===== src/hdl/sbb_pkg.sv =====
// ----------------------------------------------------------------------------
// sbb_pkg
// Shared types and constants for the separable box blur: register indexes,
// the command word passed from front to back, and the queue geometry.
// ----------------------------------------------------------------------------
package sbb_pkg;

  // Configuration register indexes
  localparam logic [1:0] REG_WIDTH  = 2'd0;
  localparam logic [1:0] REG_HEIGHT = 2'd1;
  localparam logic [1:0] REG_RADIUS = 2'd2;

  // Widths fixed by the configuration registers
  localparam int DIM_W  = 11;
  localparam int RAD_W  = 4;
  // Ring slot numbers (window depth is at most 2*32+1)
  localparam int SLOT_W = 7;

  // Command queue between front and back
  localparam int QUEUE_DEPTH = 4;
  localparam int QPTR_W      = 2;
  localparam int QCNT_W      = 3;

  // One command: what the back has to do for one item
  typedef struct packed {
    logic [7:0]        red;
    logic [7:0]        green;
    logic [7:0]        blue;
    logic [7:0]        alpha;
    logic              wr_en;    // store pixel into row window
    logic [SLOT_W-1:0] wr_slot;
    logic              h_en;     // run horizontal pass
    logic [DIM_W-1:0]  xq;
    logic [SLOT_W-1:0] hrow;     // line buffer row of the horizontal result
    logic [SLOT_W-1:0] hlo;      // first window slot of the horizontal box
    logic              v_en;     // run vertical pass and emit a pixel
    logic [DIM_W-1:0]  xo;
    logic [DIM_W-1:0]  yo;
    logic [SLOT_W-1:0] vlo;      // first line buffer row of the vertical box
    logic              eof;
    logic [RAD_W-1:0]  rad;
    logic [DIM_W-1:0]  wid;
    logic [DIM_W-1:0]  hgt;
  } cmd_t;

endpackage


===== src/hdl/sbb_queue.sv =====
// ----------------------------------------------------------------------------
// sbb_queue
// Small command queue between the front and back ends.
// ----------------------------------------------------------------------------
module sbb_queue (
  input  logic          clk,
  input  logic          rst,
  input  logic          push,
  input  sbb_pkg::cmd_t push_cmd,
  input  logic          pop,
  output sbb_pkg::cmd_t head,
  output logic          full,
  output logic          empty
);

  sbb_pkg::cmd_t                   slots [sbb_pkg::QUEUE_DEPTH];
  logic [sbb_pkg::QPTR_W-1:0]      wptr, rptr;
  logic [sbb_pkg::QCNT_W-1:0]      count;

  assign full  = (count == sbb_pkg::QCNT_W'(sbb_pkg::QUEUE_DEPTH));
  assign empty = (count == '0);
  assign head  = slots[rptr];

  // pointers and fill level
  always_ff @(posedge clk) begin
    if (rst) begin
      wptr  <= '0;
      rptr  <= '0;
      count <= '0;
    end else begin
      if (push) wptr <= wptr + sbb_pkg::QPTR_W'(1);
      if (pop)  rptr <= rptr + sbb_pkg::QPTR_W'(1);
      if (push && !pop) count <= count + sbb_pkg::QCNT_W'(1);
      else if (pop && !push) count <= count - sbb_pkg::QCNT_W'(1);
    end
  end

  // storage
  always_ff @(posedge clk) begin
    if (push) slots[wptr] <= push_cmd;
  end

endmodule


===== config.mk =====
export PLATFORM = sky130hd
export DESIGN_NAME = sbb_queue
export DESIGN_NICKNAME = d
export VERILOG_FILES = /design/src/hdl/sbb_pkg.sv /design/src/hdl/sbb_queue.sv
export SDC_FILE = /design/constraint.sdc
export NUM_CORES = 1
export LEC_CHECK = 0
export BUFFER_PORTS_ARGS = -buffer_cell sky130_fd_sc_hd__buf_2
export CORE_ASPECT_RATIO = 0.6
export CORE_MARGIN = 2
export CORE_UTILIZATION = 61
export DETAILED_ROUTE_END_ITERATION = 16
export PLACE_DENSITY = 0.84
export SLEW_MARGIN = 20
export SYNTH_ARGS = -nofsm -noshare
export SYNTH_HDL_FRONTEND = slang
export SYNTH_SLANG_ARGS = --single-unit

===== constraint.sdc =====
create_clock -name clk -period 6.65 [get_ports clk]
set_input_delay 0.665 -clock clk [delete_from_list [all_inputs] [get_ports clk]]
set_output_delay 0.665 -clock clk [all_outputs]
set_load 0.02 [all_outputs]

After elaboration in Yosys (flattened, before gate mapping):

Memories as Yosys holds them, arrays and structs flattened. A register that Yosys moved wholly into a read port is not among the register bits.
Cells that the tools add are included.
Widths: inputs -> output; s select.

* bits in registers: 7
* RAM bits: 492
* input bits: 127
* output and inout port bits: 125
* word-level logic and storage cells: 21
* memories: 1

* add/subtract/negate cells: 4
* eq/ne operators: 1
* mux-type cells: 6
* reduce and logical (&&, ||, !) cells: 6

Memory list
* slots: words 4, bits a word 123, rd ports 1, clocked after memory_dff 1, wr ports 1, RTL line sbb_queue.sv:16 `sbb_pkg::cmd_t slots [sbb_pkg::QUEUE_DEPTH];`

Operator list (number)
* $mux 3: 2
* $add 2x1->2 const B: 2
* $mux 2: 2
* $add 3x1->3 const B: 1
* $eq 3x3->1 const B: 1
* $logic_not 3->1: 1
* $sub 3x1->3 const B: 1
* $logic_and 1x1->1: 2
* $logic_not 1->1: 2
* $mux 1: 2
* $reduce_bool 2->1: 1

Logic depth before layout (Yosys ltp):

Gate-level depths: netlist (run 1).

* word-level depth: 4
* depth in mapped cells: 7
* mapped depth without buffers: 7

Worst setup path before layout (run 1):

OpenSTA, ideal clock, no wires.

* path kind: input to register
* start: input push
* end: memory slots[0][0] in the netlist's numbering, enable pin
* library setup time: 0.496 ns
* arrival: 3.486 ns
* data required time: 6.154 ns
* slack: 2.667 ns
* stages: 1
* path buffers: 0
* path through: and2_1

* cells in the longest elaborated chain, start to end: 2

Ends and longest elaborated chain
* start, declared: RTL line sbb_queue.sv:8 `input logic push,`
* $mux 1: RTL line sbb_queue.sv:40 `if (push) slots[wptr] <= push_cmd;`
* $mux 1 (implied by the code): RTL line sbb_queue.sv:40
* end, declared: RTL line sbb_queue.sv:16

Every way passes these cells.

==> impl_metrics.py, run 1 <==
metrics = {
    "routing": {
        "ant_nets": 0,
        "viasPerCell": 5.98,
        "vias": 8324,
        "drc": 0,
        "wl_per_cell_um": 25.7,
        "drt_iter0_drc": 711,
        "wirelength_um": 35700,
        "drt_pass1_iterations": 5,
    },
    "floorplan": {
        "die_w_um": 227,
        "core_um2": 29000,
        "die_y_um": 138,
        "die-area_um2": 31200,
        "io-pin-count": 252,
        "start_util": 0.626,
        "rows": 48,
    },
    "synth": {
        "syn-mean-instance-area_um2": 26.4,
        "ys_ff_latch": 501,
        "yosys_warnings": 0,
        "synth_area_um2": 18200,
        "ys_seq_area_frac": 0.823,
        "synth_common_cells": "492 x edfxtp_1, 123 x mux4_2, 14 x buf_2",
        "synth-edff-count": 492,
        "synth.distinct_cells": 21,
        "post-synth-top-area-cell": "edfxtp_1",
        "async_flop_share": 0,
        "netlist_instances": 687,
        "synth_top_cells_by_area": "edfxtp_1 81%, mux4_2 15%, dfxtp_1 0.99%, buf_6 0.50%, buf_2 0.39%",
        "yosysTopAreaCellShare": 0.813,
        "synth_nets": 820,
        "ys.flop_type": "edfxtp_1",
        "synth_most_common_cell": "edfxtp_1",
    },
    "place": {
        "post-dp-hpwl_um": 20500,
        "place.gp.congestion": 0.732,
        "port_buffers": 251,
    },
    "clocking": {
        "clock_latency_ns": 0.55,
        "cts_tree": "built",
        "cts_hold_buf": 0,
        "path_clk_slew_ns": 0.07,
        "cts.sinks": 501,
        "cts_buffer_depth": 3,
        "root_buffer": "clkbuf_16",
        "post_cts_buffers": 0,
        "cts_resized": 0,
        "cts_buffers": 43,
        "htreeDepth": 2,
    },
    "setup_path": {
        "cp-end-kind": "primary output",
        "slowest_stage": "dfxtp_4",
        "path_cells": "buf_4 > mux4_2 > buf_2",
        "cp_max_fo": 64,
        "arrival_ns": 2.98,
        "critPathLaunchType": "register",
        "critPathKind": "register to primary output",
        "cp_slowest_stage_delay_ns": 0.93,
        "cp.required_ns": 5.98,
    },
    "grt": {
        "grt_overflow": 0,
        "grt_pass1_wl_um": 52700,
        "track_usage": 0.234,
        "grt_pass1_vias": 8676,
        "antenna_found_initial": 13,
        "grt_start_max_net_pins": 73,
    },
    "sta": {
        "grt_setup_unrepaired": "false",
        "relSlewSlack": 0.315,
        "fin_skew_ns": 0.0243,
        "setup_viol": 0,
        "slew_violations": 0,
        "timing.final.crit_share": 0.547,
        "setup_tns_ns": 0,
        "worst_pin_slew_ns": 1.03,
        "timing.hold.ws_ns": 0.332,
        "period_needed_ns": 3.64,
        "finalHoldViolCount": 0,
        "fmax_mhz": 275,
    },
    "final_layout": {
        "drive_above_1_share": 0.449,
        "nets": 1096,
        "areaGrowthSynthToFinish_pct": 16.4,
        "fillCellCount": 1570,
    },
    "power_and_ir_drop": {
        "p_leak_nw": 7.09,
        "irDropWorstVdd_mv": 0.283,
        "p_total_mw": 6.78,
        "p_per_area_nw_per_um2": 320,
    },
    "status": {
        "outcome": "completed",
    },
    "worst_hold_path": {
        "hold_class": "primary input to register",
    },
    "flow_run": {
        "cap_viol_max_count": 0,
    },
}
[layer usage]
metal | wire length (µm) | GRT usage | vias up | share of wire
met4 | 688 | 0.0599 | 18 | 0.019
met3 | 3340 | 0.0842 | 67 | 0.093
met5 | 125 | 0 | - | 0.0035
li1 | - | - | 3514 | -
met1 | 14200 | 0.319 | 4372 | 0.40
met2 | 17400 | 0.368 | 353 | 0.49
[sequential cells by signal (all words and copies together), names as in the netlist, named ones only]
signal	count
slots	492
rptr	2
count	3
wptr	2
[worst max-delay path, delay by kind of cell, from the launching register on]
family | cells | cell delay (ns)
buffers and inverters | 2 | 0.97
flip-flops | 1 | 0.93
multiplexers | 1 | 0.45
[report_power, final]
group / leakage (nW) / internal, mW / total [mW] / switching, mW
sequential: 4.59 / 3.63 / 3.69 / 0.0587
clock: 0.644 / 1.31 / 2.36 / 1.05
combinational: 1.85 / 0.293 / 0.734 / 0.441
[per-stage QoR]
| step | instance area (µm²) | utilization | cells | setup WS (ns) |
|---|---|---|---|---|
| final | 21200 | 0.729 | 1393 | 3.01 |
| after global routing | 21100 | 0.729 | 1391 | 2.85 |
| after floorplan | 18200 | - | 687 | 2.67 |
| after global placement | 19800 | 0.683 | 1317 | 3.54 |
| after CTS | 21100 | 0.728 | 1389 | 2.95 |
| after detailed placement | 19800 | 0.683 | 1317 | 3.54 |
[kinds of logic (layout without fill, tap and decap cells)]
logic type,Yosys count,in the layout,share of synthesized area
buf+inv,33,336,0.0117
mux,125,125,0.154
simple gates,15,15,0.00406
other cells,0,3,0
compound gates,2,2,0.000550
fa+ha+maj,6,6,0.00455
flops,501,501,0.823
xor+xnor,5,5,0.00241
[path summary, 6_finish.rpt]
path                     from            to  slack, ns  cells after the start
hold / removal    push_cmd[8]   slots[3][8]       0.33                      1
hold reg to reg      count[2]      count[2]       0.51                      2
setup reg to reg      wptr[0]  slots[2][52]       3.96                      4
setup / recovery     register      head[89]       3.01                      3
[cell usage in the layout (no fill, tap or decap), types with 6 or more instances in the layout]
| cell | instances |
|---|---|
| edfxtp_1 | 492 |
| clkbuf_16 | 45 |
| buf_2 | 251 |
| buf_4 | 7 |
| clkinv_2 | 8 |
| mux4_2 | 123 |
| clkbuf_1 | 6 |
| dfxtp_1 | 7 |
| nor2_1 | 7 |
| clkinv_1 | 10 |
[cell type report]
cell class                 instances  area (µm²)  share of cell area
sequential                       501       15000               0.707
multi-input combinational        153        3010               0.142
timing repair buffer             260        1360              0.0641
clock buffer                      51        1150              0.0543
tap                              400         500              0.0237
clock inverter                    21         154             0.00728
inverter                           4        15.0            0.000710
antenna                            3        7.51            0.000355
Note: power is estimated with default switching activity, not from simulation.
==> run 2, diff against run 1 <==
CORE_UTILIZATION = 51   (was 61)
PLACE_DENSITY = 0.75   (was 0.84)
clock period = 2.98 ns   (was 6.65 ns; I/O delays follow)
==> run 2 against run 1 <==
Effect of this change:
- total power grew 130%
- via count up 4.7%
- setup slack worse by 2.7 ns
- final cell count up 15%
- sequential share of layout area fell by 5.1 points
- global-route usage decreased by 3.5 points
- die area grew 19%
- hold slack got worse by 0.29 ns
- utilization down 7.9 points
- non-clock buffer count increased by 136
- sequential power is 120% higher
- combinational power increased by 150%
==> impl_metrics.py, run 2 (synthesized netlist as in run 1, its figures left out) <==
metrics = {
    "final_layout": {
        "largest_reg_flops": 492,
        "register_area_um2": 15000,
        "fillCellCount": 2202,
        "fin_area_um2": 22800,
        "top_regs": "slots: 492 flops, count: 3 flops",
        "multi_input_area_um2": 3010,
        "mostFrequentLayoutCell": "edfxtp_1",
        "drive_above_1_share": 0.410,
        "final_cell_mix": "492 x edfxtp_1, 251 x buf_2, 123 x mux4_2, 123 x dlygate4sd3_1, 45 x clkbuf_16",
        "nets": 1233,
        "areaGrowthSynthToFinish_pct": 25.5,
        "largest_register": "slots",
    },
    "clocking": {
        "cts.sinks": 501,
        "cts_buffer_depth": 3,
        "path_clk_slew_ns": 0.06,
        "htreeDepth": 2,
        "cts_resized": 0,
        "cts_tree": "built",
        "clock_latency_ns": 0.54,
        "root_buffer": "clkbuf_16",
        "cts_buffers": 44,
        "post_cts_buffers": 0,
    },
    "floorplan": {
        "die-area_um2": 37200,
        "io-pin-count": 252,
        "die_y_um": 150,
        "die_w_um": 248,
        "start_util": 0.518,
        "rows": 53,
        "core_um2": 35100,
    },
    "sta": {
        "timing.final.crit_share": 0.891,
        "timing.hold.ws_ns": 0.0371,
        "relSlewSlack": 0.629,
        "grt_setup_unrepaired": "false",
        "worst_pin_slew_ns": 0.557,
        "fin_skew_ns": 0.0121,
        "setup_tns_ns": 0,
        "setup_viol": 0,
        "period_needed_ns": 2.66,
        "timing.final.ws_setup_ns": 0.325,
        "finalHoldViolCount": 0,
        "fmax_mhz": 377,
        "slew_violations": 0,
    },
    "grt": {
        "antenna_found_initial": 1,
        "grt_start_max_net_pins": 74,
        "track_usage": 0.200,
        "grt_pass1_wl_um": 55000,
        "grt_overflow": 0,
        "grt_pass1_vias": 9386,
    },
    "setup_path": {
        "cp_slowest_stage_delay_ns": 0.71,
        "arrival_ns": 2.36,
        "slowest_stage": "dfxtp_4",
        "cp.required_ns": 2.68,
        "cp_top_family": "flip-flops",
        "critPathLaunchType": "register",
        "cp-end-kind": "primary output",
        "critPathKind": "register to primary output",
        "path_cells": "buf_4 > mux4_2 > buf_2",
        "cp_max_fo": 24,
        "path_buf_inv": 2,
    },
    "routing": {
        "wirelength_um": 36700,
        "ant_nets": 0,
        "viasPerCell": 5.44,
        "drc": 0,
        "wl_per_cell_um": 22.9,
        "vias": 8719,
        "drt_iter0_drc": 626,
        "drt_pass1_iterations": 4,
    },
    "place": {
        "place_area_um2": 20200,
        "port_buffers": 251,
        "preCtsSetupSlack_ns": 0.861,
        "place.gp.congestion": 0.744,
        "post-dp-hpwl_um": 22000,
    },
    "power_and_ir_drop": {
        "p_leak_nw": 7.74,
        "irDropWorstVdd_mv": 0.650,
        "p_per_area_nw_per_um2": 682,
    },
    "flow_run": {
        "cap_viol_max_count": 0,
    },
    "worst_hold_path": {
        "hold_class": "primary input to register",
    },
    "status": {
        "outcome": "completed",
    },
}
==> run 2: cell types whose count changed in the layout (fill, tap and decap cells not counted), sizes merged <==
cell         delta
dlygate4sd3   +123
bufinv          +1
clkinv          -2
diode           -2
inv             +2
clkinvlp        +2
clkbuf          +5
buf            +13
==> run 2: timing repair <==
| item | CTS | global route |
|---|---|---|
| setup endpoints to repair | 0 | 0 |
| endpoints found under the hold margin | 492 | 0 |
| hold buffers | 123 | 0 |
==> run 2: through the flow <==
| stage | utilization | power [mW] | instances |
|---|---|---|---|
| after floorplan | - | 9.41 | 687 |
| after global placement | 0.575 | 10.0 | 1398 |
| after detailed placement | 0.575 | 10.1 | 1398 |
| after CTS | 0.650 | 15.7 | 1601 |
| after global routing | 0.650 | 16.1 | 1602 |
| final | 0.650 | 15.5 | 1602 |
==> run 2: final timing paths <==
path | start | to | slack [ns] | cells past startpoint
worst max-delay path | register | head[30] | 0.32 | 3
worst min-delay path | rst | register | 0.04 | 2
worst max register to register | wptr[0] | slots[0][67] | 1.20 | 4
worst min register to register | count[2] | count[2] | 0.54 | 2
==> run 2: final cells by class <==
| cell class | count | share of cell area |
|---|---|---|
| clock buffers | 56 | 0.0525 |
| clock inverters | 24 | 0.00894 |
| diodes | 1 | 0.000110 |
| flip-flops and latches | 501 | 0.656 |
| inverters | 4 | 0.000658 |
| repair buffers | 396 | 0.124 |
| well taps | 467 | 0.0256 |
| multi-input cells | 153 | 0.132 |
==> run 2: routing by layer <==
layer / vias to the layer above / track usage / part of all wire
met5: - / 0 / 0
met4: 0 / 0.0461 / 0.015
li1: 3795 / - / -
met1: 4578 / 0.272 / 0.42
met2: 296 / 0.332 / 0.50
met3: 50 / 0.0483 / 0.067
==> run 2: report_power, final <==
part	switching [mW]	internal [mW]	leakage, nW
logic	1.03	0.803	2.47
clock network	2.40	3.11	0.683
registers	0.110	8.09	4.59
total	3.54	12.0	7.74
