===== src/hdl/sbb_pkg.sv =====
// ----------------------------------------------------------------------------
// sbb_pkg
// Shared types and constants for the separable box blur: register indexes,
// the command word passed from front to back, and the queue geometry.
// ----------------------------------------------------------------------------
package sbb_pkg;

  // Configuration register indexes
  localparam logic [1:0] REG_WIDTH  = 2'd0;
  localparam logic [1:0] REG_HEIGHT = 2'd1;
  localparam logic [1:0] REG_RADIUS = 2'd2;

  // Widths fixed by the configuration registers
  localparam int DIM_W  = 11;
  localparam int RAD_W  = 4;
  // Ring slot numbers (window depth is at most 2*32+1)
  localparam int SLOT_W = 7;

  // Command queue between front and back
  localparam int QUEUE_DEPTH = 4;
  localparam int QPTR_W      = 2;
  localparam int QCNT_W      = 3;

  // One command: what the back has to do for one item
  typedef struct packed {
    logic [7:0]        red;
    logic [7:0]        green;
    logic [7:0]        blue;
    logic [7:0]        alpha;
    logic              wr_en;    // store pixel into row window
    logic [SLOT_W-1:0] wr_slot;
    logic              h_en;     // run horizontal pass
    logic [DIM_W-1:0]  xq;
    logic [SLOT_W-1:0] hrow;     // line buffer row of the horizontal result
    logic [SLOT_W-1:0] hlo;      // first window slot of the horizontal box
    logic              v_en;     // run vertical pass and emit a pixel
    logic [DIM_W-1:0]  xo;
    logic [DIM_W-1:0]  yo;
    logic [SLOT_W-1:0] vlo;      // first line buffer row of the vertical box
    logic              eof;
    logic [RAD_W-1:0]  rad;
    logic [DIM_W-1:0]  wid;
    logic [DIM_W-1:0]  hgt;
  } cmd_t;

endpackage


===== src/hdl/sbb_front.sv =====
// ----------------------------------------------------------------------------
// sbb_front
// Holds configuration and frame position counters, classifies each item
// and issues a command for the back end.
// ----------------------------------------------------------------------------
module sbb_front #(
  parameter int MAX_WIDTH  = 1024,
  parameter int MAX_HEIGHT = 1024,
  parameter int MAX_RADIUS = 8
) (
  input  logic                      clk,
  input  logic                      rst,
  input  logic                      in_valid,
  input  logic                      flush,
  input  logic [7:0]                red,
  input  logic [7:0]                green,
  input  logic [7:0]                blue,
  input  logic [7:0]                alpha,
  input  logic                      queue_full,
  output logic                      in_stall,
  output logic                      push,
  output sbb_pkg::cmd_t             cmd,
  input  logic                      cfg_valid,
  output logic                      cfg_ready,
  input  logic [1:0]                cfg_index,
  input  logic [sbb_pkg::DIM_W-1:0] cfg_data
);

  localparam int DEPTH = 2 * MAX_RADIUS + 1;
  localparam int NW = $clog2(MAX_WIDTH * MAX_HEIGHT + 16 * MAX_WIDTH + 17);
  localparam int SW = sbb_pkg::SLOT_W;
  localparam int DW = sbb_pkg::DIM_W;
  localparam int RW = sbb_pkg::RAD_W;

  logic [DW-1:0] cfg_w, cfg_h;
  logic [RW-1:0] cfg_r;
  logic [DW-1:0] wc, hc;
  logic [RW-1:0] rc;
  logic [NW-1:0] total, delay;
  logic [NW-1:0] n;
  logic [SW-1:0] nmod, yqm, yom;
  logic [DW-1:0] xq, xo, yo;
  logic          accept, ignore, wr, h_en, v_en, eof;
  logic [SW-1:0] rad2, hlo, vlo;

  // clamped configuration
  always_comb begin
    if (cfg_w == '0) wc = DW'(1);
    else if (32'(cfg_w) > MAX_WIDTH) wc = DW'(MAX_WIDTH);
    else wc = cfg_w;
    if (cfg_h == '0) hc = DW'(1);
    else if (32'(cfg_h) > MAX_HEIGHT) hc = DW'(MAX_HEIGHT);
    else hc = cfg_h;
    if (cfg_r == '0) rc = RW'(1);
    else if (32'(cfg_r) > MAX_RADIUS) rc = RW'(MAX_RADIUS);
    else rc = cfg_r;
  end

  assign total = NW'(wc) * NW'(hc);
  assign delay = NW'(rc) * NW'(wc) + NW'(rc);

  // classification of the current item
  assign ignore = (n < total) && flush;
  assign wr     = (n < total) && !flush;
  assign h_en   = (n >= NW'(rc)) && (n < total + NW'(rc));
  assign v_en   = (n >= delay);
  assign eof    = v_en && (xo == wc - DW'(1)) && (yo == hc - DW'(1));

  assign in_stall = queue_full;
  assign accept   = in_valid && !queue_full;
  assign push     = accept && !ignore && (wr || h_en || v_en);
  assign cfg_ready = 1'b1;

  // start slots of the two boxes, modulo the ring depth
  assign rad2 = SW'(rc) + SW'(rc);
  assign hlo  = (nmod >= rad2) ? nmod - rad2 : nmod + SW'(DEPTH) - rad2;
  assign vlo  = (yom >= SW'(rc)) ? yom - SW'(rc) : yom + SW'(DEPTH) - SW'(rc);

  always_comb begin
    cmd.red     = red;
    cmd.green   = green;
    cmd.blue    = blue;
    cmd.alpha   = alpha;
    cmd.wr_en   = wr;
    cmd.wr_slot = nmod;
    cmd.h_en    = h_en;
    cmd.xq      = xq;
    cmd.hrow    = yqm;
    cmd.hlo     = hlo;
    cmd.v_en    = v_en;
    cmd.xo      = xo;
    cmd.yo      = yo;
    cmd.vlo     = vlo;
    cmd.eof     = eof;
    cmd.rad     = rc;
    cmd.wid     = wc;
    cmd.hgt     = hc;
  end

  // configuration registers
  always_ff @(posedge clk) begin
    if (rst) begin
      cfg_w <= DW'(640);
      cfg_h <= DW'(480);
      cfg_r <= RW'(1);
    end else if (cfg_valid) begin
      case (cfg_index)
        sbb_pkg::REG_WIDTH:  cfg_w <= cfg_data;
        sbb_pkg::REG_HEIGHT: cfg_h <= cfg_data;
        sbb_pkg::REG_RADIUS: cfg_r <= cfg_data[RW-1:0];
        default: ;
      endcase
    end
  end

  // frame position counters
  always_ff @(posedge clk) begin
    if (rst || (cfg_valid && (cfg_index == sbb_pkg::REG_WIDTH ||
        cfg_index == sbb_pkg::REG_HEIGHT || cfg_index == sbb_pkg::REG_RADIUS)) ||
        (accept && !ignore && eof)) begin
      n    <= '0;
      nmod <= '0;
      xq   <= '0;
      yqm  <= '0;
      xo   <= '0;
      yo   <= '0;
      yom  <= '0;
    end else if (accept && !ignore) begin
      n    <= n + NW'(1);
      nmod <= (nmod == SW'(DEPTH - 1)) ? '0 : nmod + SW'(1);
      if (h_en) begin
        if (xq == wc - DW'(1)) begin
          xq  <= '0;
          yqm <= (yqm == SW'(DEPTH - 1)) ? '0 : yqm + SW'(1);
        end else begin
          xq <= xq + DW'(1);
        end
      end
      if (v_en) begin
        if (xo == wc - DW'(1)) begin
          xo  <= '0;
          yo  <= yo + DW'(1);
          yom <= (yom == SW'(DEPTH - 1)) ? '0 : yom + SW'(1);
        end else begin
          xo <= xo + DW'(1);
        end
      end
    end
  end

endmodule


===== config.mk =====
export PLATFORM = sky130hd
export DESIGN_NAME = sbb_front
export DESIGN_NICKNAME = d
export VERILOG_FILES = /design/src/hdl/sbb_pkg.sv /design/src/hdl/sbb_front.sv
export SDC_FILE = /design/constraint.sdc
export NUM_CORES = 1
export LEC_CHECK = 0
export ABC_AREA = 1
export ABC_CLOCK_PERIOD_IN_PS = 18850
export BUFFER_PORTS_ARGS = -buffer_cell sky130_fd_sc_hd__buf_2
export CAP_MARGIN = 20
export CORE_ASPECT_RATIO = 1.25
export CORE_MARGIN = 1
export CORE_UTILIZATION = 40
export DETAILED_ROUTE_END_ITERATION = 6
export PLACE_DENSITY = 0.7
export SYNTH_ARGS = -nofsm -noshare
export SYNTH_HDL_FRONTEND = slang
export SYNTH_SLANG_ARGS = --single-unit

===== constraint.sdc =====
create_clock -name clk -period 18.85 [get_ports clk]
set_input_delay 0.9425 -clock clk [delete_from_list [all_inputs] [get_ports clk]]
set_output_delay 0.9425 -clock clk [all_outputs]
set_load 0.01 [all_outputs]

; Word level (Yosys, flattened, before mapping)
; Index checks and enable logic that the tools add are counted.
[op_classes]
n_mux = 13
multipliers = 2
magnitude_cmp = 9
n_addsub = 18
bitwise = 0
eq_ne = 8
div = 0
n_shift = 0
reduce_logical = 30
[ops]
columns = cell, count
row1 = 11-bit 2-to-1 mux, 6
row2 = 21-bit < comparator, 2
row3 = 7-bit 2-to-1 mux, 5
row4 = "11-bit by 1-bit adder with 11-bit output, second input constant", 3
row5 = 11-bit == test, 3
row6 = "11-bit > comparator, second input constant", 2
row7 = 11-bit logical NOT, 2
row8 = "11-bit by 1-bit subtractor with 11-bit output, second input constant", 2
row9 = "21-bit by 1-bit adder with 21-bit output, second input constant", 1
row10 = 21-bit by 4-bit adder with 21-bit output, 1
row11 = "7-bit by 1-bit adder with 7-bit output, second input constant", 3
row12 = "7-bit by 5-bit == test with 1-bit output, second input constant", 3
row13 = 21-bit by 16-bit greater-or-equal comparator with 1-bit output, 1
row14 = 21-bit by 4-bit greater-or-equal comparator with 1-bit output, 1
row15 = 11-bit by 11-bit multiplier with 21-bit output, 1
row16 = 15-bit by 4-bit adder with 16-bit output, 1
row17 = 4-bit by 11-bit multiplier with 15-bit output, 1
row18 = "7-bit by 5-bit adder with 7-bit output, second input constant", 2
row19 = 7-bit by 4-bit subtractor with 7-bit output, 2
row20 = 7-bit by 5-bit subtractor with 7-bit output, 2
row21 = 1-bit logical AND, 10
row22 = 2-bit AND reduction, 5
row23 = 4-bit 2-to-1 mux, 2
row24 = 7-bit by 4-bit greater-or-equal comparator with 1-bit output, 1
row25 = 10 further kinds, 18
[totals]
wordCells = 90
out_inout_bits = 126
n_memories = 0
input_bits = 51
rom_bits = 0
latchBits = 0
ramBits = 0
regBits = 101

; Depth between registers and ports, before layout
; Gate-level depths: netlist of run 1.
[depth]
ltp_word = 10
ltp_mapped = 47
ltp_nobuf = 43

; Least setup slack after synthesis of run 1
; OpenSTA, ideal clock, no wires.
[synth_path]
path_kind = register to output
startpoint = register cfg_h[5]
endpoint = output push
n_path_buf = 5
path_stages_with_launch = 42
arrival_ps = 7091
t_required_ps = 17907
slack_ps = 10817
cell_sequence = dfxtp_1 -> buf_2 -> nor2_1 -> nand3_1 -> o21bai_1 -> buf_2 -> nand2_1 -> inv_1 -> clkbuf_1 -> nand2_1 -> fa_1 -> fa_1 -> inv_1 -> fa_1 -> fa_1 -> inv_1 -> fa_1 -> inv_1 -> (+6 left out) -> nand2_1 -> a21oi_1 -> o21ai_0 -> xor2_1 -> inv_1 -> ha_1 -> nand2_1 -> inv_1 -> nand2_1 -> inv_1 -> nand4_1 -> nor2_1 -> nor2_1 -> nand3_1 -> nand2_1 -> buf_6 -> buf_2 -> a31oi_1
[synth_lines]
columns = element, line_no
row1 = start: declaration, sbb_front.sv:35  ; logic [DW-1:0] cfg_w, cfg_h;
row2 = start signal: assignment, sbb_front.sv:109  ; sbb_pkg::REG_HEIGHT: cfg_h <= cfg_data;
row3 = end: declaration, sbb_front.sv:21  ; output logic push,

; Worst setup path in the final report of run 1
[layout_path]
startpoint = register cfg_w[10]
endpoint = output push
[layout_between]
elab_chain_len = 10
elab_cells_between_ends = 19
classes_between = add/sub (2) / mul (2) / order compare (4) / mux (2) / reduce/logical (9)
[layout_lines]
columns = element, line_no
row1 = start: declaration, sbb_front.sv:35
row2 = start signal: assignment, sbb_front.sv:108  ; sbb_pkg::REG_WIDTH: cfg_w <= cfg_data;
row3 = 11-bit > comparator, sbb_front.sv:49  ; else if (32'(cfg_w) > MAX_WIDTH) wc = DW'(MAX_WIDTH);
row4 = 11-bit 2-to-1 mux, sbb_front.sv:49
row5 = 11-bit 2-to-1 mux (*), sbb_front.sv:48  ; if (cfg_w == '0) wc = DW'(1);
row6 = 11-bit by 11-bit multiplier with 21-bit output, sbb_front.sv:59  ; assign total = NW'(wc) * NW'(hc);
row7 = 21-bit by 4-bit adder with 21-bit output, sbb_front.sv:65  ; assign h_en = (n >= NW'(rc)) && (n < total + NW'(rc));
row8 = 21-bit < comparator, sbb_front.sv:65
row9 = 1-bit logical AND, sbb_front.sv:65
row10 = 1-bit logical OR (2 in a row), sbb_front.sv:71  ; assign push = accept && !ignore && (wr || h_en || v_en);
row11 = 1-bit logical AND (*), sbb_front.sv:71
; Every way passes the cells marked *; elsewhere a longest branch is shown, timed or not.

==> results of run 1 <==
==> flip-flops by register name (all words and copies together), names as in the netlist, 11 cells and up <==
| name | flops |
|---|---|
| cfg_w | 11 |
| yo | 11 |
| n | 21 |
| xo | 11 |
| xq | 11 |
| cfg_h | 11 |
==> final cells by class <==
cell class	instances	area share, %
inverter	356	8.21
sequential	101	12.4
clock inverter	5	0.523
multi-input combinational	1684	70.0
clock buffer	9	1.38
tap	486	3.74
timing repair buffer	117	3.69
==> synthesized netlist by cell type (all sizes together) (2+ instances only) <==
master   number
nand2       504
inv         346
nor2        274
ha          191
a21oi       143
nand3       113
fa          107
dfxtp       101
xor2         97
o21ai        82
buf          68
nor3         39
nand4        33
clkbuf       31
xnor2        21
nor4         15
clkinv       10
o21bai       10
nand3b        9
a31oi         6
a211oi        5
o31ai         5
o41ai         5
a21o          4
and2          4
o211ai        4
nor3b         3
o2111ai       2
or2           2
==> metal layers <==
layer  wire [um]  track usage [%]
met2       22600             42.1
met3        2090             3.35
met1       18200             26.5
met4        2150             10.8
met5           0                0
==> power groups by stage <==
stage	sequential (W)	combinational [W]	clock, W
2_1_floorplan	0.000224	0.000331	0
3_3_place_gp	0.000226	0.000426	0
3_5_place_dp	0.000227	0.000435	0
4_1_cts	0.000222	0.000438	0.000211
5_1_grt	0.000222	0.000500	0.000219
6_report	0.000222	0.000437	0.000209
==> worst paths after layout <==
path / start / endpoint / slack [ns]
worst max register to register: cfg_w[10] / yqm[3] / 8.76
worst min register to register: cfg_h[0] / cfg_h[0] / 0.48
worst min-delay path: cfg_h[0] / cfg_h[0] / 0.48
worst max-delay path: cfg_w[10] / push / 8.41
==> stage by stage <==
stage / power [W] / util, % / cells
2_1_floorplan: 0.000555 / - / 2240
3_3_place_gp: 0.000653 / 42.5 / 2744
3_5_place_dp: 0.000661 / 42.5 / 2744
4_1_cts: 0.000871 / 43.3 / 2758
5_1_grt: 0.000941 / 43.3 / 2758
6_report: 0.000868 / 43.3 / 2758
==> tightest hold or removal path, delay by kind of cell (launching register included) <==
family,cells,cell delay [ns]
flops,1,0.31
compound gates,1,0.06
buf+inv,1,0.07
==> cells by family (layout without fill, tap and decap cells) <==
| group | count (synthesis) | count (layout) | synth area share, % |
|---|---|---|---|
| xor gates and xnor gates | 118 | 118 | 6.73 |
| adders and majority gates | 298 | 298 | 29.5 |
| and+or+nand+nor | 997 | 997 | 27.9 |
| buffers and inverters | 455 | 487 | 12.8 |
| DFF | 101 | 101 | 13.2 |
| AOI/OAI and AO/OA | 270 | 270 | 9.93 |
| other | 1 | 1 | 0.0244 |
==> impl_metrics.json, run 1 <==
{
  "r2r_cells": 38,
  "hold_buffers": 0,
  "synth-async-reset-ratio_pct": 0,
  "initial_utilization_pct": 40.9,
  "place_ws_ns": 8.85,
  "crit_cells": 36,
  "setup_tns_ns": 0,
  "portBuffers": 111,
  "switching_share_pct": 44.4,
  "antenna_cells": 0,
  "grt_antenna_before_repair": 0,
  "whs_path_depth": 2,
  "syn_inst": 2240,
  "required_ns": 17.91,
  "synth.area.top_cells": "ha_1 (16%), fa_1 (14%), dfxtp_1 (13%), nand2_1 (12%), inv_1 (8.1%)",
  "peakVddDrop_uv": 41.9,
  "ys.flop_type": "dfxtp_1",
  "synth_top_area_share_pct": 15.6,
  "die_w_um": 177,
  "wire_per_inst_um": 16.3,
  "post-route-min-period_ns": 10.44,
  "clockBufferDepth": 2,
  "dr.pass1.iters": 5,
  "start_kind": "register",
  "leakage_nw": 8.20,
  "slowest_stage": "dfxtp_1",
  "gp_congestion": 0.946,
  "drv_slew": 0,
  "grt_pass1_wl_um": 72800,
  "fp-row-count": 79,
  "power.share.clock_pct": 24.1,
  "status": "completed",
  "yosys_warnings": 0,
  "max_stage_delay_ns": 0.84,
  "maxSlewHeadroom_pct": 24.2,
  "cts_tree": "yes",
  "io_pins": 177,
  "nFillCells": 3948,
  "drt_wl_total_um": 45100,
  "cts_root_buf": "clkbuf_16",
  "holdWs_ns": 0.483,
  "powerDensity_nw_per_um2": 53.4,
  "seqPwrFrac_pct": 25.5,
  "fin_area_um2": 16300,
  "synth_area_um2": 15400,
  "grt_max_degree": 45,
  "post_cts_buffers": 0,
  "clk_transition_reported_paths_ns": 0.07,
  "cp_data_arrival_time_ns": 9.49,
  "final_common_cell": "nand2_1",
  "cap_violations": 0,
  "viasPerCell": 5.26,
  "rsz0062_at_grt": "false",
  "place_hpwl_um": 37000,
  "critPathTopFamily": "adder cells",
  "dr_total_vias": 14500,
  "syn_to_final_growth_pct": 5.90,
  "seq_area_frac_synth_pct": 13.2,
  "cp_max_fo": 34,
  "synth_top_cell_by_area": "ha_1",
  "setup_ws_ns": 8.41,
  "synth_seq_cells": 101,
  "gr-total-overflow": 0,
  "drt-initial-drc-count": 863,
  "max_freq_mhz": 95.8,
  "ys_types": 51,
  "cts_resized": 0,
  "coreArea_um2": 37600,
  "synth_edf_count": 0,
  "grt_pass1_vias": 14600,
  "cts_made_buffers": 9,
  "h-tree-depth": 3,
  "avgSynthCellArea_um2": 6.86,
  "regArea_um2": 2020,
  "syn_nets": 2589,
  "switchingPower_w": 0.000386,
  "drcViolationCount": 0,
  "insertion_delay_ns": 0.37,
  "endpoint_kind": "output port",
  "multiInputGateArea_um2": 11400,
  "internal_power_w": 0.000483,
  "hold_violations": 0,
  "fp.dieArea_um2": 39200,
  "p_comb_share_pct": 50.4,
  "path_buf_inv": 10,
  "placed_area_um2": 16000,
  "dieHeight_um": 221,
  "critPathKind": "reg2out",
  "hp-class": "reg2reg",
  "layout_common_cells": "nand2_1 (484), inv_1 (333), nor2_1 (264)",
  "drive_above_1_share_pct": 8.58,
  "tightestPinTransition_ns": 1.13,
  "grt.total_usage_pct": 23.3,
  "numClockSinks": 101,
  "clock_skew_ns": 0.0119,
  "fin_crit_sh_pct": 55.4,
  "nets": 2618,
  "ant_nets": 0,
  "setup_viol": 0
}
(Power assumes the default switching activity.)
==> run 2, diff against run 1 <==
ABC_CLOCK_PERIOD_IN_PS = 10800   (was 18850)
clock period = 10.8 ns   (was 18.85 ns; I/O delays follow)
==> impl_metrics.json, run 2 (synthesis gave the netlist of run 1 again) <==
{
  "status": "completed",
  "h-tree-depth": 3,
  "clk_transition_reported_paths_ns": 0.07,
  "cp_data_arrival_time_ns": 9.42,
  "critPathKind": "reg2out",
  "drcViolationCount": 0,
  "dieHeight_um": 221,
  "nets": 2622,
  "grt.total_usage_pct": 22.9,
  "slowest_stage": "dfxtp_1",
  "cap_violations": 0,
  "die_w_um": 177,
  "fin_area_um2": 16300,
  "io_pins": 177,
  "cts_tree": "yes",
  "coreArea_um2": 37600,
  "nFillCells": 3896,
  "clock_skew_ns": 0.0121,
  "maxSlewHeadroom_pct": 27.3,
  "wire_per_inst_um": 16.2,
  "grt_pass1_vias": 14300,
  "fp.dieArea_um2": 39200,
  "setup_viol": 0,
  "drt_wl_total_um": 44600,
  "powerDensity_nw_per_um2": 90.8,
  "cp_max_fo": 34,
  "cts_root_buf": "clkbuf_16",
  "final_common_cell": "nand2_1",
  "largest_reg_flops": 21,
  "fp-row-count": 79,
  "gp_congestion": 0.953,
  "viasPerCell": 5.24,
  "setup_tns_ns": 0,
  "grt_antenna_before_repair": 0,
  "hold_buffers": 0,
  "drive_above_1_share_pct": 8.74,
  "r2r_start": "cfg_w[10]",
  "multiInputGateArea_um2": 11400,
  "dr.pass1.iters": 5,
  "hold_path_startpoint": "cfg_data[7]",
  "rsz0062_at_grt": "false",
  "cts_made_buffers": 9,
  "r2r_cells": 38,
  "r2r_setup_slack_ns": 0.99,
  "holdPathEnd": "cfg_h[7]",
  "post_cts_buffers": 0,
  "insertion_delay_ns": 0.37,
  "endpoint_kind": "output port",
  "tightestPinTransition_ns": 1.09,
  "layout_common_cells": "nand2_1 (484), inv_1 (333), nor2_1 (264)",
  "cts_resized": 0,
  "post-route-min-period_ns": 9.96,
  "grt_pass1_wl_um": 71400,
  "grt_max_degree": 45,
  "numClockSinks": 101,
  "reg2reg_to": "yqm[4]",
  "startpoint": "cfg_w[10]",
  "regMostFlops": "n",
  "max_stage_delay_ns": 0.79,
  "dr_total_vias": 14500,
  "max_freq_mhz": 100,
  "portBuffers": 111,
  "initial_utilization_pct": 40.9,
  "syn_to_final_growth_pct": 5.98,
  "antenna_cells": 0,
  "peakVddDrop_uv": 89.8,
  "p_total_w": 0.00148,
  "hold_violations": 0,
  "gr-total-overflow": 0,
  "placed_area_um2": 16000,
  "clockBufferDepth": 2,
  "required_ns": 10.26,
  "whs_path_depth": 3,
  "start_kind": "register",
  "regArea_um2": 2020,
  "drv_slew": 0,
  "hp-class": "in2reg",
  "fin_crit_sh_pct": 92.2,
  "drt-initial-drc-count": 808,
  "leakage_nw": 8.21,
  "place_hpwl_um": 36400,
  "ant_nets": 0
}
==> run 2: changes by cell type in the layout (fill, tap and decap cells not counted) <==
cell       change
buf_12         +1
buf_4          +3
bufinv_16      -2
clkbuf_1       +2
clkbuf_8       +1
clkinv_4       +3
inv_6          -2
==> run 2: critical path: cells and delay by family, from the launching register on <==
family	cells	cell delay [ns]
and+or+nand+nor	15	2.54
buffers and inverters	10	1.83
adders and majority gates	7	3.16
DFF	1	0.79
xor gates and xnor gates	1	0.32
AOI/OAI and AO/OA	3	0.42
==> run 2: per-layer routing <==
layer / vias up / track usage (%) / part of all wire [%]
met3: 127 / 3.11 / 5.2
met2: 473 / 41.5 / 50
li1: 7135 / - / -
met4: 0 / 11.1 / 4.9
met5: - / 0 / 0
met1: 6743 / 25.9 / 40
==> run 2: metrics by stage <==
step,std cells,setup WS [ns],util [%],hold slack [ns]
2_1_floorplan,2240,3.17,-,0.444
6_report,2764,0.839,43.3,0.403
5_1_grt,2764,0.134,43.3,0.408
3_5_place_dp,2748,1.10,42.6,0.471
4_1_cts,2764,0.861,43.3,0.393
3_3_place_gp,2748,1.37,42.6,0.466
==> run 2: how the worst max path moves through the flow <==
stage	end	cells past startpoint
after global routing	push	36
after CTS	push	36
final	push	36
after floorplan	push	41
after global placement	yqm[5]	38
after detailed placement	yqm[5]	38
==> run 2: where the power goes <==
part / total [W] / internal, W / switching (W)
Sequential: 0.000387 / 0.000377 / 0.00000927
Combinational: 0.000765 / 0.000263 / 0.000502
Clock: 0.000326 / 0.000165 / 0.000162
==> run 2: final cells by class <==
cell class / instances / share of cell area [%]
clock buffer: 12 / 1.51
sequential: 101 / 12.4
tap: 486 / 3.74
inverter: 356 / 8.21
clock inverter: 4 / 0.208
multi-input combinational: 1684 / 70.0
timing repair buffer: 121 / 3.95
